[src/rtl/qdec_pkg.sv]
// ----------------------------------------------------------------------------
// qdec_pkg
// Shared types and constants of the quadrature decoder with speed output.
// ----------------------------------------------------------------------------
package qdec_pkg;

    // Default widths of the edge counter and of the tick timer
    localparam int DEF_COUNT_WIDTH = 32;
    localparam int DEF_TIME_WIDTH  = 32;

    // Width of the angle and speed results, and their saturation limits
    localparam int RES_W = 48;
    localparam logic [RES_W-1:0] S48_MAX = {1'b0, {(RES_W-1){1'b1}}};
    localparam logic [RES_W-1:0] S48_NEG = {1'b1, {(RES_W-1){1'b0}}};

    // Configuration port
    localparam int APB_ADDR_W = 5;
    localparam int APB_DATA_W = 64;

    typedef enum logic [1:0] {
        REG_EDGE_TABLE = 2'd0,
        REG_DEG_PER_EDGE = 2'd1,
        REG_SPEED_SCALE = 2'd2,
        REG_TIMEOUT = 2'd3
    } qdec_reg_idx_t;

    // Request kinds
    localparam logic REQ_TICK = 1'b0;
    localparam logic REQ_LOAD = 1'b1;

    // Direction table codes; every other code means no movement
    localparam logic [1:0] CODE_FWD = 2'b01;
    localparam logic [1:0] CODE_REV = 2'b11;

    // Direction values
    localparam logic signed [1:0] DIR_FWD  = 2'sb01;
    localparam logic signed [1:0] DIR_REV  = 2'sb11;
    localparam logic signed [1:0] DIR_NONE = 2'sb00;

    typedef enum logic [1:0] {
        ST_IDLE,
        ST_SETUP,
        ST_CALC,
        ST_FINISH
    } qdec_state_t;

    // Commands from the controller to the datapath
    typedef struct packed {
        logic capture;   // take in the accepted item and update edge state
        logic setup;     // load multiplier and divider operands
        logic step;      // advance multiplier and divider by one bit
        logic publish;   // load the result register
    } qdec_cmd_t;

endpackage

[src/rtl/qdec_ctrl.sv]
// ----------------------------------------------------------------------------
// qdec_ctrl
// Sequencer of the decoder: accepts an item, runs the bit-serial angle and
// speed steps, and hands the result to the output register.
// ----------------------------------------------------------------------------
module qdec_ctrl #(
    parameter int STEPS = 48
) (
    input  logic                clk,
    input  logic                rst_n,
    input  logic                req_valid,
    output logic                req_stall,
    output logic                res_valid,
    input  logic                res_stall,
    output qdec_pkg::qdec_cmd_t cmd
);
    import qdec_pkg::*;

    localparam int CNT_W = $clog2(STEPS);

    qdec_state_t      state_reg, state_next;
    logic [CNT_W-1:0] cnt_reg, cnt_next;
    logic             res_valid_reg, res_valid_next;
    logic             last_step;

    assign last_step = (cnt_reg == CNT_W'(STEPS - 1));

    always_ff @(posedge clk or negedge rst_n)
    begin
        if (!rst_n)
        begin
            state_reg     <= ST_IDLE;
            cnt_reg       <= '0;
            res_valid_reg <= 1'b0;
        end
        else
        begin
            state_reg     <= state_next;
            cnt_reg       <= cnt_next;
            res_valid_reg <= res_valid_next;
        end
    end

    always_comb
    begin
        state_next  = state_reg;
        cnt_next    = cnt_reg;
        cmd         = '0;
        req_stall   = 1'b1;
        res_valid_next = res_valid_reg && res_stall;
        unique case (state_reg)
            ST_IDLE:
            begin
                req_stall = 1'b0;
                if (req_valid)
                begin
                    cmd.capture = 1'b1;
                    state_next  = ST_SETUP;
                end
            end
            ST_SETUP:
            begin
                cmd.setup  = 1'b1;
                cnt_next   = '0;
                state_next = ST_CALC;
            end
            ST_CALC:
            begin
                cmd.step = 1'b1;
                cnt_next = cnt_reg + 1'b1;
                if (last_step)
                begin
                    state_next = ST_FINISH;
                end
            end
            ST_FINISH:
            begin
                // hold until the output register is free
                if (!res_valid_reg || !res_stall)
                begin
                    cmd.publish    = 1'b1;
                    res_valid_next = 1'b1;
                    state_next     = ST_IDLE;
                end
            end
            default:
            begin
                state_next = ST_IDLE;
            end
        endcase
    end

    assign res_valid = res_valid_reg;

    a_accept_starts: assert property (@(posedge clk) disable iff (!rst_n)
        (req_valid && !req_stall) |=> (state_reg == ST_SETUP))
        else $error("accepted item did not start the sequence");

    a_rise_after_finish: assert property (@(posedge clk) disable iff (!rst_n)
        $rose(res_valid_reg) |-> ($past(state_reg) == ST_FINISH))
        else $error("result shown without a finished sequence");

    a_calc_length: assert property (@(posedge clk) disable iff (!rst_n)
        (state_reg == ST_CALC && last_step) |=> (state_reg == ST_FINISH))
        else $error("calculation did not end after the last step");

    a_no_overwrite: assert property (@(posedge clk) disable iff (!rst_n)
        (res_valid_reg && res_stall) |-> !cmd.publish)
        else $error("stalled result overwritten");

endmodule

[src/rtl/qdec_dp.sv]
// ----------------------------------------------------------------------------
// qdec_dp
// Datapath: edge detection, direction lookup, counter and timer, a bit-serial
// saturating multiplier for the angle and a restoring divider for the speed.
// ----------------------------------------------------------------------------
module qdec_dp #(
    parameter int COUNT_WIDTH = qdec_pkg::DEF_COUNT_WIDTH,
    parameter int TIME_WIDTH  = qdec_pkg::DEF_TIME_WIDTH,
    parameter int STEPS       = 48
) (
    input  logic                           clk,
    input  logic                           rst_n,
    input  qdec_pkg::qdec_cmd_t            cmd,
    input  logic [31:0]                    edge_table,
    input  logic [31:0]                    angle_step,
    input  logic [qdec_pkg::RES_W-1:0]     speed_scale,
    input  logic [31:0]                    timeout_ticks,
    input  logic                           req_type,
    input  logic                           pin_a,
    input  logic                           pin_b,
    input  logic signed [31:0]             load_value,
    output logic signed [31:0]             position_count,
    output logic signed [qdec_pkg::RES_W-1:0] angle_out,
    output logic signed [1:0]              direction_out,
    output logic signed [qdec_pkg::RES_W-1:0] speed_out,
    output logic                           edge_seen
);
    import qdec_pkg::*;

    localparam int CW    = COUNT_WIDTH;
    localparam int TW    = TIME_WIDTH;
    localparam int CMP_W = (TW > 32) ? TW : 32;

    // edge state
    logic                last_a_reg, last_a_next;
    logic [3:0]          hist_reg, hist_next;
    logic signed [1:0]   dir_reg, dir_next;
    logic [CW-1:0]       count_reg, count_next;
    logic [TW-1:0]       tick_reg, tick_next;
    logic [TW-1:0]       last_edge_reg, last_edge_next;
    logic [TW-1:0]       interval_reg, interval_next;
    logic                edge_reg, edge_next;

    // arithmetic
    logic [STEPS-1:0]    mag_reg;
    logic                neg_reg;
    logic [RES_W-1:0]    acc_reg;
    logic                sticky_reg;
    logic [STEPS-1:0]    dvd_reg;
    logic [TW-1:0]       rem_reg;
    logic [STEPS-1:0]    quo_reg;
    logic                spd_en_reg;

    logic [63:0]         load_ext;
    logic [3:0]          hist_new;
    logic [31:0]         table_sh;
    logic [1:0]          code;
    logic [TW-1:0]       tick_inc;
    logic [CW-1:0]       count_mag;
    logic [TW-1:0]       since;
    logic [RES_W+1:0]    acc_sum;
    logic [TW:0]         rem_sh;
    logic                rem_ge;
    logic [RES_W-1:0]    ang_mag, spd_mag, quo48;
    logic [RES_W-1:0]    angle_val, speed_val;
    logic [63:0]         count_ext;

    // ---------------- edge and count update ----------------
    assign load_ext = {{32{load_value[31]}}, load_value};
    assign tick_inc = tick_reg + 1'b1;
    assign hist_new = {hist_reg[1:0], pin_a, pin_b};
    assign table_sh = edge_table >> {hist_new, 1'b0};
    assign code     = table_sh[1:0];

    always_comb
    begin
        last_a_next    = last_a_reg;
        hist_next      = hist_reg;
        dir_next       = dir_reg;
        count_next     = count_reg;
        tick_next      = tick_reg;
        last_edge_next = last_edge_reg;
        interval_next  = interval_reg;
        edge_next      = edge_reg;
        if (cmd.capture)
        begin
            edge_next = 1'b0;
            if (req_type == REQ_TICK)
            begin
                tick_next   = tick_inc;
                last_a_next = pin_a;
                if (pin_a != last_a_reg)
                begin
                    edge_next      = 1'b1;
                    interval_next  = tick_inc - last_edge_reg;
                    last_edge_next = tick_inc;
                    hist_next      = hist_new;
                    if (code == CODE_FWD)
                    begin
                        dir_next   = DIR_FWD;
                        count_next = count_reg + 1'b1;
                    end
                    else if (code == CODE_REV)
                    begin
                        dir_next   = DIR_REV;
                        count_next = count_reg - 1'b1;
                    end
                    else
                    begin
                        dir_next = DIR_NONE;
                    end
                end
            end
            else
            begin
                count_next = load_ext[CW-1:0];
            end
        end
    end

    always_ff @(posedge clk or negedge rst_n)
    begin
        if (!rst_n)
        begin
            last_a_reg    <= 1'b0;
            hist_reg      <= '0;
            dir_reg       <= DIR_NONE;
            count_reg     <= '0;
            tick_reg      <= '0;
            last_edge_reg <= '0;
            interval_reg  <= '0;
            edge_reg      <= 1'b0;
        end
        else
        begin
            last_a_reg    <= last_a_next;
            hist_reg      <= hist_next;
            dir_reg       <= dir_next;
            count_reg     <= count_next;
            tick_reg      <= tick_next;
            last_edge_reg <= last_edge_next;
            interval_reg  <= interval_next;
            edge_reg      <= edge_next;
        end
    end

    // ---------------- bit-serial multiply and divide ----------------
    assign count_mag = count_reg[CW-1] ? (~count_reg + 1'b1) : count_reg;
    assign since     = tick_reg - last_edge_reg;

    // MSB-first shift-add; flag any excursion past 48 bits
    assign acc_sum = {1'b0, acc_reg, 1'b0}
                   + ((RES_W + 2)'(angle_step) & {(RES_W + 2){mag_reg[STEPS-1]}});

    // restoring division step
    assign rem_sh = {rem_reg, dvd_reg[STEPS-1]};
    assign rem_ge = (rem_sh >= {1'b0, interval_reg});

    always_ff @(posedge clk)
    begin
        if (cmd.setup)
        begin
            mag_reg    <= STEPS'(count_mag);
            neg_reg    <= count_reg[CW-1];
            acc_reg    <= '0;
            sticky_reg <= 1'b0;
            dvd_reg    <= STEPS'(speed_scale);
            rem_reg    <= '0;
            quo_reg    <= '0;
            spd_en_reg <= (CMP_W'(since) < CMP_W'(timeout_ticks))
                          && (interval_reg != '0) && (dir_reg != DIR_NONE);
        end
        else if (cmd.step)
        begin
            mag_reg    <= {mag_reg[STEPS-2:0], 1'b0};
            acc_reg    <= acc_sum[RES_W-1:0];
            sticky_reg <= sticky_reg || (acc_sum[RES_W+1:RES_W] != 2'b00);
            dvd_reg    <= {dvd_reg[STEPS-2:0], 1'b0};
            rem_reg    <= rem_ge ? TW'(rem_sh - {1'b0, interval_reg}) : rem_sh[TW-1:0];
            quo_reg    <= {quo_reg[STEPS-2:0], rem_ge};
        end
    end

    // ---------------- saturation and result register ----------------
    assign quo48 = quo_reg[RES_W-1:0];

    always_comb
    begin
        if (neg_reg)
        begin
            ang_mag   = (sticky_reg || acc_reg > S48_NEG) ? S48_NEG : acc_reg;
            angle_val = ~ang_mag + 1'b1;
        end
        else
        begin
            ang_mag   = (sticky_reg || acc_reg > S48_MAX) ? S48_MAX : acc_reg;
            angle_val = ang_mag;
        end
        if (dir_reg == DIR_REV)
        begin
            spd_mag   = (quo48 > S48_NEG) ? S48_NEG : quo48;
            speed_val = ~spd_mag + 1'b1;
        end
        else
        begin
            spd_mag   = (quo48 > S48_MAX) ? S48_MAX : quo48;
            speed_val = spd_mag;
        end
        if (!spd_en_reg)
        begin
            speed_val = '0;
        end
    end

    assign count_ext = 64'(count_reg);

    always_ff @(posedge clk)
    begin
        if (cmd.publish)
        begin
            position_count <= count_ext[31:0];
            angle_out      <= angle_val;
            direction_out  <= dir_reg;
            speed_out      <= speed_val;
            edge_seen      <= edge_reg;
        end
    end

endmodule

[src/rtl/quadrature_decoder_with_speed.sv]
// ----------------------------------------------------------------------------
// quadrature_decoder_with_speed
// Quadrature decoder with edge counter, angle and speed, APB configuration.
// ----------------------------------------------------------------------------
// Each request item is either a tick (advance the tick timer by one and
// sample channels A and B) or a load (set the edge count from load_value).
// A change of A is an edge: the ticks since the previous edge are kept as
// the edge interval, the A,B pair is shifted into a 4-bit history, and the
// history selects a 2-bit direction from edge_table (01 forward, 11 reverse,
// anything else no movement). Every item returns one result item with the
// count, the angle (count times the angle step per edge, saturated Q32.16),
// the direction, the speed (direction times speed_scale over the interval,
// saturated, zero once timeout_ticks have passed without an edge or while no
// interval is known) and an edge flag. After acceptance the block runs a setup
// step, the shared bit-serial loop over STEPS bits, STEPS being the larger of
// COUNT_WIDTH and 48, and a finish step that waits until the output register
// is free and loads it. The next item is taken only after the finish step.
// The loop forms the angle product and the speed quotient one bit per cycle.
// The result waits in an output register, so the next item is accepted while
// a finished result is still stalled. Registers are at byte addresses 0, 8,
// 16 and 24 on a 64-bit data bus; write them only while the block is idle.
// ----------------------------------------------------------------------------
module quadrature_decoder_with_speed #(
    parameter int COUNT_WIDTH = qdec_pkg::DEF_COUNT_WIDTH,
    parameter int TIME_WIDTH  = qdec_pkg::DEF_TIME_WIDTH
) (
    input  logic                                clk,
    input  logic                                rst_n,
    // configuration port
    input  logic                                psel,
    input  logic                                penable,
    input  logic                                pwrite,
    input  logic [qdec_pkg::APB_ADDR_W-1:0]     paddr,
    input  logic [qdec_pkg::APB_DATA_W-1:0]     pwdata,
    output logic [qdec_pkg::APB_DATA_W-1:0]     prdata,
    output logic                                pready,
    // request channel
    input  logic                                req_valid,
    output logic                                req_stall,
    input  logic                                req_type,
    input  logic                                pin_a,
    input  logic                                pin_b,
    input  logic signed [31:0]                  load_value,
    // result channel
    output logic                                res_valid,
    input  logic                                res_stall,
    output logic signed [31:0]                  position_count,
    output logic signed [qdec_pkg::RES_W-1:0]   angle_out,
    output logic signed [1:0]                   direction_out,
    output logic signed [qdec_pkg::RES_W-1:0]   speed_out,
    output logic                                edge_seen
);
    import qdec_pkg::*;

    // shared loop length: one bit of the count magnitude and of the
    // 48-bit dividend per cycle
    localparam int STEPS = (COUNT_WIDTH > RES_W) ? COUNT_WIDTH : RES_W;

    logic [31:0]      edge_table_reg;
    logic [31:0]      deg_per_edge_reg;
    logic [RES_W-1:0] speed_scale_reg;
    logic [31:0]      timeout_reg;
    logic             cfg_wr;
    qdec_reg_idx_t    reg_idx;
    qdec_cmd_t        cmd;

    // ---------------- configuration registers ----------------
    // Only the register index bits are decoded; the byte offset is ignored.
    assign pready  = 1'b1;
    assign cfg_wr  = psel && penable && pwrite;
    assign reg_idx = qdec_reg_idx_t'(paddr[4:3]);

    always_ff @(posedge clk or negedge rst_n)
    begin
        if (!rst_n)
        begin
            edge_table_reg   <= '0;
            deg_per_edge_reg <= '0;
            speed_scale_reg  <= '0;
            timeout_reg      <= '0;
        end
        else if (cfg_wr)
        begin
            unique case (reg_idx)
                REG_EDGE_TABLE:   edge_table_reg   <= pwdata[31:0];
                REG_DEG_PER_EDGE: deg_per_edge_reg <= pwdata[31:0];
                REG_SPEED_SCALE:  speed_scale_reg  <= pwdata[RES_W-1:0];
                REG_TIMEOUT:      timeout_reg      <= pwdata[31:0];
                default:          edge_table_reg   <= edge_table_reg;
            endcase
        end
    end

    // read back the addressed register
    always_comb
    begin
        unique case (reg_idx)
            REG_EDGE_TABLE:   prdata = APB_DATA_W'(edge_table_reg);
            REG_DEG_PER_EDGE: prdata = APB_DATA_W'(deg_per_edge_reg);
            REG_SPEED_SCALE:  prdata = APB_DATA_W'(speed_scale_reg);
            REG_TIMEOUT:      prdata = APB_DATA_W'(timeout_reg);
            default:          prdata = '0;
        endcase
    end

    // ---------------- sequencer ----------------
    // Drive the accept, the setup cycle, the shared bit loop and the
    // hand-over into the output register.
    qdec_ctrl #(
        .STEPS (STEPS)
    ) u_ctrl (
        .clk       (clk),
        .rst_n     (rst_n),
        .req_valid (req_valid),
        .req_stall (req_stall),
        .res_valid (res_valid),
        .res_stall (res_stall),
        .cmd       (cmd)
    );

    // ---------------- datapath ----------------
    // Hold the edge state, count and timer, and work out angle and speed.
    qdec_dp #(
        .COUNT_WIDTH (COUNT_WIDTH),
        .TIME_WIDTH  (TIME_WIDTH),
        .STEPS       (STEPS)
    ) u_dp (
        .clk              (clk),
        .rst_n            (rst_n),
        .cmd              (cmd),
        .edge_table       (edge_table_reg),
        .angle_step       (deg_per_edge_reg),
        .speed_scale      (speed_scale_reg),
        .timeout_ticks    (timeout_reg),
        .req_type         (req_type),
        .pin_a            (pin_a),
        .pin_b            (pin_b),
        .load_value       (load_value),
        .position_count   (position_count),
        .angle_out        (angle_out),
        .direction_out    (direction_out),
        .speed_out        (speed_out),
        .edge_seen        (edge_seen)
    );

endmodule
[config.mk]
export PLATFORM = sky130hd
export DESIGN_NAME = quadrature_decoder_with_speed
export DESIGN_NICKNAME = d
export VERILOG_FILES = /design/src/rtl/qdec_pkg.sv /design/src/rtl/qdec_ctrl.sv /design/src/rtl/qdec_dp.sv /design/src/rtl/quadrature_decoder_with_speed.sv
export SDC_FILE = /design/constraint.sdc
export NUM_CORES = 2
export LEC_CHECK = 0
export BUFFER_PORTS_ARGS = -buffer_cell sky130_fd_sc_hd__buf_2
export CAP_MARGIN = 20
export CORE_ASPECT_RATIO = 1.75
export CORE_MARGIN = 1.5
export CORE_UTILIZATION = 55
export CTS_CLUSTER_SIZE = 40
export DETAILED_ROUTE_END_ITERATION = 10
export PLACE_DENSITY = 0.77
export SLEW_MARGIN = 20
export SYNTH_ARGS = -nofsm -noshare
export SYNTH_HDL_FRONTEND = slang
export SYNTH_SLANG_ARGS = --single-unit
export TNS_END_PERCENT = 20
[constraint.sdc]
create_clock -name clk -period 10.95 [get_ports clk]
set_clock_uncertainty 0.15 [all_clocks]
set_input_delay 0 -clock clk [delete_from_list [all_inputs] [get_ports clk]]
set_output_delay 0 -clock clk [all_outputs]
set_load 0.01 [all_outputs]
Word level (Yosys, flattened, before mapping):

Index checks and enable logic that the tools add are counted.

* register bits after elaboration: 645
* input bits: 111
* output and inout bits: 198
* logic and storage cells: 129

* $add $sub $neg: 11
* magnitude comparators: 6
* equal/unequal tests: 14
* shifts and indexed selects: 1
* muxes and demuxes: 35
* bitwise operators: 5
* reduce and logical (&&, ||, !) cells: 28

Operators by type and width (count)
* 2-to-1 mux 48 bit: 8
* 2-to-1 mux 32 bit: 8
* case mux 64 bit (4 select lines): 1
* adder 32 x 1 -> 32 bit (second input constant): 3
* adder 48 x 1 -> 48 bit (second input constant): 2
* > comparator 48 x 47 -> 1 bit (second input constant): 2
* > comparator 48 bit (second input constant): 2
* inverter 48 bit: 2
* subtractor 32 bit: 3
* adder 49 x 50 -> 50 bit: 1
* bitwise AND 32 x 50 -> 50 bit: 1
* >= comparator 33 x 32 -> 1 bit: 1
* < comparator 32 bit: 1
* inverter 32 bit: 1
* nonzero test 32 bit: 1
* right shift 32 x 5 -> 2 bit: 1
* subtractor 32 x 1 -> 32 bit (second input constant): 1
* case mux 6 bit (2 select lines): 1
* 2-to-1 mux 1 bit: 11
* == test 2 bit (second input constant): 5
* 2-to-1 mux 2 bit: 5
* AND reduction 2 bit: 5
* nonzero test 2 bit: 5
* AND reduction 3 bit: 3
* 13 further kinds: 26

Longest topological paths before layout:

* word-level depth: 6
* depth in mapped cells: 23
* depth with buffers taken out: 23

Modules after synthesis:

Synthesis repeated with hierarchy kept, for this count alone.

* cell total of the unflattened synthesis: 4037
* area, all modules: 39081.2 µm²

Modules (own cells, without submodules)
* qdec_dp: times used 1, cells an instance 3601, area an instance 32067.0 µm², seq. area each 12652.1 µm²
* quadrature_decoder_with_speed: times used 1, cells an instance 386, area an instance 6485.0 µm², seq. area each 3603.5 µm²
* qdec_ctrl: times used 1, cells an instance 50, area an instance 529.3 µm², seq. area each 225.2 µm²

Worst setup path before layout:

Ideal clock, no wire load.

* path type: reg2reg
* start point: register u_ctrl.state_reg[0]
* end point: register u_dp.angle_out[0] in the netlist's numbering, enable pin
* setup time: 0.822 ns
* data arrival time: 10.017 ns
* data required time: 9.978 ns
* path slack: -0.039 ns
* cell stages (with the launch flop): 3
* buffers on the path: 0
* period minus slack after synthesis: 10.989 ns
* path through: dfrtp_1 > ha_1 > a21boi_0

RTL lines
* start: declaration: RTL line qdec_ctrl.sv:21 `qdec_state_t state_reg, state_next;`
* start signal: assignment: RTL line qdec_ctrl.sv:38 `state_reg <= state_next;`
* end signal: assignment: RTL line qdec_dp.sv:222 `angle_out <= angle_val;`
* end: declaration: RTL line qdec_dp.sv:23 `output logic signed [qdec_pkg::RES_W-1:0] angle_out,`

Worst setup path in the final report:

* start point: register edge_table_reg[23]
* end point: register u_dp.count_reg[30]

* cells in the longest elaborated chain, start to end: 5
* elaborated cells between the ends (all ways): 8
* classes of those cells: 2 x eq/ne; 1 x shift; 3 x mux; 2 x reduce/logical

RTL lines
* start: declaration: RTL line quadrature_decoder_with_speed.sv:59 `logic [31:0] edge_table_reg;`
* start signal: assignment: RTL line quadrature_decoder_with_speed.sv:85 `REG_EDGE_TABLE: edge_table_reg <= pwdata[31:0];`
* start signal: assignment: RTL line quadrature_decoder_with_speed.sv:89 `default: edge_table_reg <= edge_table_reg;`
* right shift 32 x 5 -> 2 bit (*): RTL line qdec_dp.sv:72 `assign table_sh = edge_table >> {hist_new, 1'b0};`
* == test 2 x 1 -> 1 bit: RTL line qdec_dp.sv:98 `if (code == CODE_FWD)`
* 2-to-1 mux 32 bit: RTL line qdec_dp.sv:98
* 2-to-1 mux 32 bit: RTL line qdec_dp.sv:92 `if (pin_a != last_a_reg)`
* 2-to-1 mux 32 bit: RTL line qdec_dp.sv:88 `if (req_type == REQ_TICK)`
* end signal: assignment: RTL line qdec_dp.sv:139 `count_reg <= count_next;`
* end: declaration: RTL line qdec_dp.sv:38 `logic [CW-1:0] count_reg, count_next;`

Every way passes the cells marked *; elsewhere a longest branch is shown, timed or not. The select of a mux whose other input is x is not followed.
A chain may end at the register's enable or synchronous reset.

==> results.tsv <==
metric	value	unit
Post-Route WL	109	mm
Core Util, Final	0.637	
vias in the first global route	31851	
fillers	5639	
most common cell after layout, fill and taps aside	nor2_1	
met2 usage	0.530	
# rows	128	
Syn Inst Count	4062	
max_cap viols	0	
PostCTS Resize Cnt	0	
initial core utilization	0.557	
Pint	7.47	mW
Post-Layout Cell Count	5342	
Via density	6.06	
grt ovf	0	
GR met3 Demand/Resource	0.0401	
Total GRT Usage	0.296	
final setup violating endpoints	0	
cts bufs inserted	59	
hold path depth	4	
Power Density	297	nW/um^2
CTS sink cnt	645	
Port Buffer Count	272	
switching share of power	0.434	
pin count of the biggest net entering global routing	110	
gpl congestion	0.956	
Post-CTS Hold Fix Bufs	154	
most frequent cells in the layout	455 x nor2_1, 365 x a21oi_1, 315 x nand2_1, 287 x dfrtp_1, 271 x buf_2	
RSZ-0062 raised after global routing	false	
Mapped Area	38800	sq um
Cell Area, Placed	40800	sq um
First-pass DRT Iterations	6	
GRT busiest layer	met2	
DIE AREA	72200	sq um
final non-filler cell area	44400	sq um
DR vias	32368	
Yosys top cell by area	dfrtp_1	
final hold vios	0	
wire length per cell	20.4	um
ys async rst share	0.445	
flops & latches, synth	645	
Worst-Margin Slew	1.08	ns
Clock transition at path regs	0.07	ns
CTS Buffer Depth	3	
Root Buffer	clkbuf_16	
Crit Reg-Reg Startpoint	edge_table_reg[23]$_DFFE_PN0P_	
dpl cells	5075	
CP Max Fanout	34	
Hold EP	timeout_reg[21]$_DFFE_PN0P_	
Yosys warning total	0	
drt drc	0	
antenna viol nets, final	0	
Synth area leaders	dfrtp_1 19%, edfxtp_1 16%, dfxtp_1 7.5%, ha_1 6.3%, mux2_2 5.0%	
Worst Hold Class	input port to flip-flop	
DR iter-0 viols	2187	
kind of end point of the critical path	flip-flop	
register share of total power	0.321	
Setup TNS	0	ns
postcts setup bufs	0	
Pins Over Slew Limit	0	
post-DP HPWL	76.4	mm
Netlist cell types	86	
Synth Area per Inst	9.55	sq um
status	completed	
htree depth	2	
Chip Width	204	um
Switch Pwr	5.73	mW
initial antenna violation count	2	
Setup CP Type	flip-flop to flip-flop	
final worst path period share	0.510	
CTS tree	built	
Critical Path AT	5.96	ns
layout cell share with drive strength beyond 1	0.153	
Worst VDD drop	0.176	mV
global-route wire length before repair	170	mm
combinational share of power	0.518	
register area share after synthesis	0.425	
final net count	4692	
normalized max-slew margin	0.281	
Hold Crit Start	pwdata[21]	
Final min period	5.59	ns
worst-case reg-to-reg path depth	16	
clock share of power	0.161	
Post-synth EDFFs	213	
end of the worst register-to-register path	u_dp.count_reg[30]$_DFFE_PN0P_	
leakage power	19.2	nW
reg2reg setup slack	5.36	ns
GR Util met1	0.331	
Worst Path Required	11.32	ns
main flop type after synthesis	dfrtp_1	
# IOs	309	
die height	354	um
Synth top area share	0.185	
Clock Latency Late Sink	0.66	ns
Max Freq	179	MHz
Syn-to-layout area delta	14.4	%
startpoint type of the worst setup path	flip-flop	
Core ar.	69700	sq um
synthesized netlist by cell type, types with 24 or more instances:
master,count
a211oi_1,44
a21o_1,88
a21oi_1,365
a311oi_1,25
a31oi_1,29
and2_1,70
and3_1,36
buf_1,27
clkbuf_1,175
dfrtp_1,287
dfxtp_1,145
edfxtp_1,213
ha_1,196
inv_1,161
mux2_2,173
mux2i_1,93
mux4_2,42
nand2_1,316
nand2b_1,31
nand3_1,78
nand4_1,28
nor2_1,458
nor2b_1,30
nor3_1,67
nor4_1,26
o211ai_1,33
o21a_1,44
o21ai_0,214
o31ai_1,24
or3_1,26
xnor2_1,128
xor2_1,114
worst max-delay path by stage:
stage	depth (start not counted)	slack (ns)	end	startpoint
after floorplan	2	3.39	u_dp.angle_out[0]$_DFFE_PP_	u_ctrl.state_reg[0]$_DFFE_PN0P_
after global placement	22	5.59	u_dp.spd_en_reg$_DFFE_PP_	u_dp.tick_reg[0]$_DFFE_PN0P_
after detailed placement	22	5.52	u_dp.spd_en_reg$_DFFE_PP_	u_dp.tick_reg[0]$_DFFE_PN0P_
after CTS	16	5.40	u_dp.count_reg[30]$_DFFE_PN0P_	edge_table_reg[23]$_DFFE_PN0P_
after global routing	22	5.13	u_dp.spd_en_reg$_DFFE_PP_	u_dp.tick_reg[0]$_DFFE_PN0P_
final	16	5.36	u_dp.count_reg[30]$_DFFE_PN0P_	edge_table_reg[23]$_DFFE_PN0P_
routing by layer:
| layer | wire length, um | share of wire |
|---|---|---|
| met2 | 55500 | 0.51 |
| met1 | 40100 | 0.37 |
| met3 | 6150 | 0.057 |
| met4 | 6950 | 0.064 |
| met5 | 0 | 0 |
layout make-up:
type	count	area (sq um)	share of cell area
Sequential cell	645	16500	0.371
Multi-Input combinational cell	3043	20900	0.471
Tap cell	910	1140	0.0257
Clock inverter	32	322	0.00725
Timing Repair Buffer	469	3250	0.0733
Antenna cell	1	2.50	0.0000564
Clock buffer	80	1650	0.0371
Inverter	162	608	0.0137
cell families after synthesis:
group,Yosys count,share of synthesized area
DFF,645,0.425
AOI/OAI and AO/OA,1026,0.165
muxes,309,0.0990
and+or+nand+nor,1248,0.150
xor gates and xnor gates,242,0.0547
other,2,0.000194
buffers and inverters,389,0.0397
adders and majority gates,201,0.0658
metrics by stage:
| step | hold WS [ns] | power (mW) | setup slack [ns] |
|---|---|---|---|
| 2_1_floorplan | -0.446 | 9.06 | 3.39 |
| 3_3_place_gp | -0.0258 | 10.7 | 5.59 |
| 3_5_place_dp | -0.0244 | 10.9 | 5.52 |
| 4_1_cts | 0.000963 | 13.2 | 5.40 |
| 5_1_grt | 0.0275 | 14.1 | 5.13 |
| 6_report | 0.0235 | 13.2 | 5.36 |
power groups by stage:
stage	logic [mW]	clock network (mW)	registers, mW
after global placement	6.47	0	4.22
after CTS	6.79	2.16	4.21
after floorplan	4.96	0	4.10
final	6.83	2.13	4.23
after detailed placement	6.63	0	4.26
after global routing	7.55	2.25	4.32
worst max-delay path, stage by stage (launching register included):
cell and delay (ns):
dfrtp_1 0.41, mux4_2 0.52, mux4_2 0.59, nand2b_1 0.19, buf_4 0.27, fa_1 0.49
a211oi_1 0.31, o211ai_1 0.16, a21oi_1 0.31, o21bai_1 0.16, a31o_2 0.34, nand2_1 0.12
a31oi_1 0.19, a221oi_1 0.38, xnor2_1 0.10, a21o_1 0.18, dlygate4sd3_1 0.55
Power figures use the tool's default switching activity.
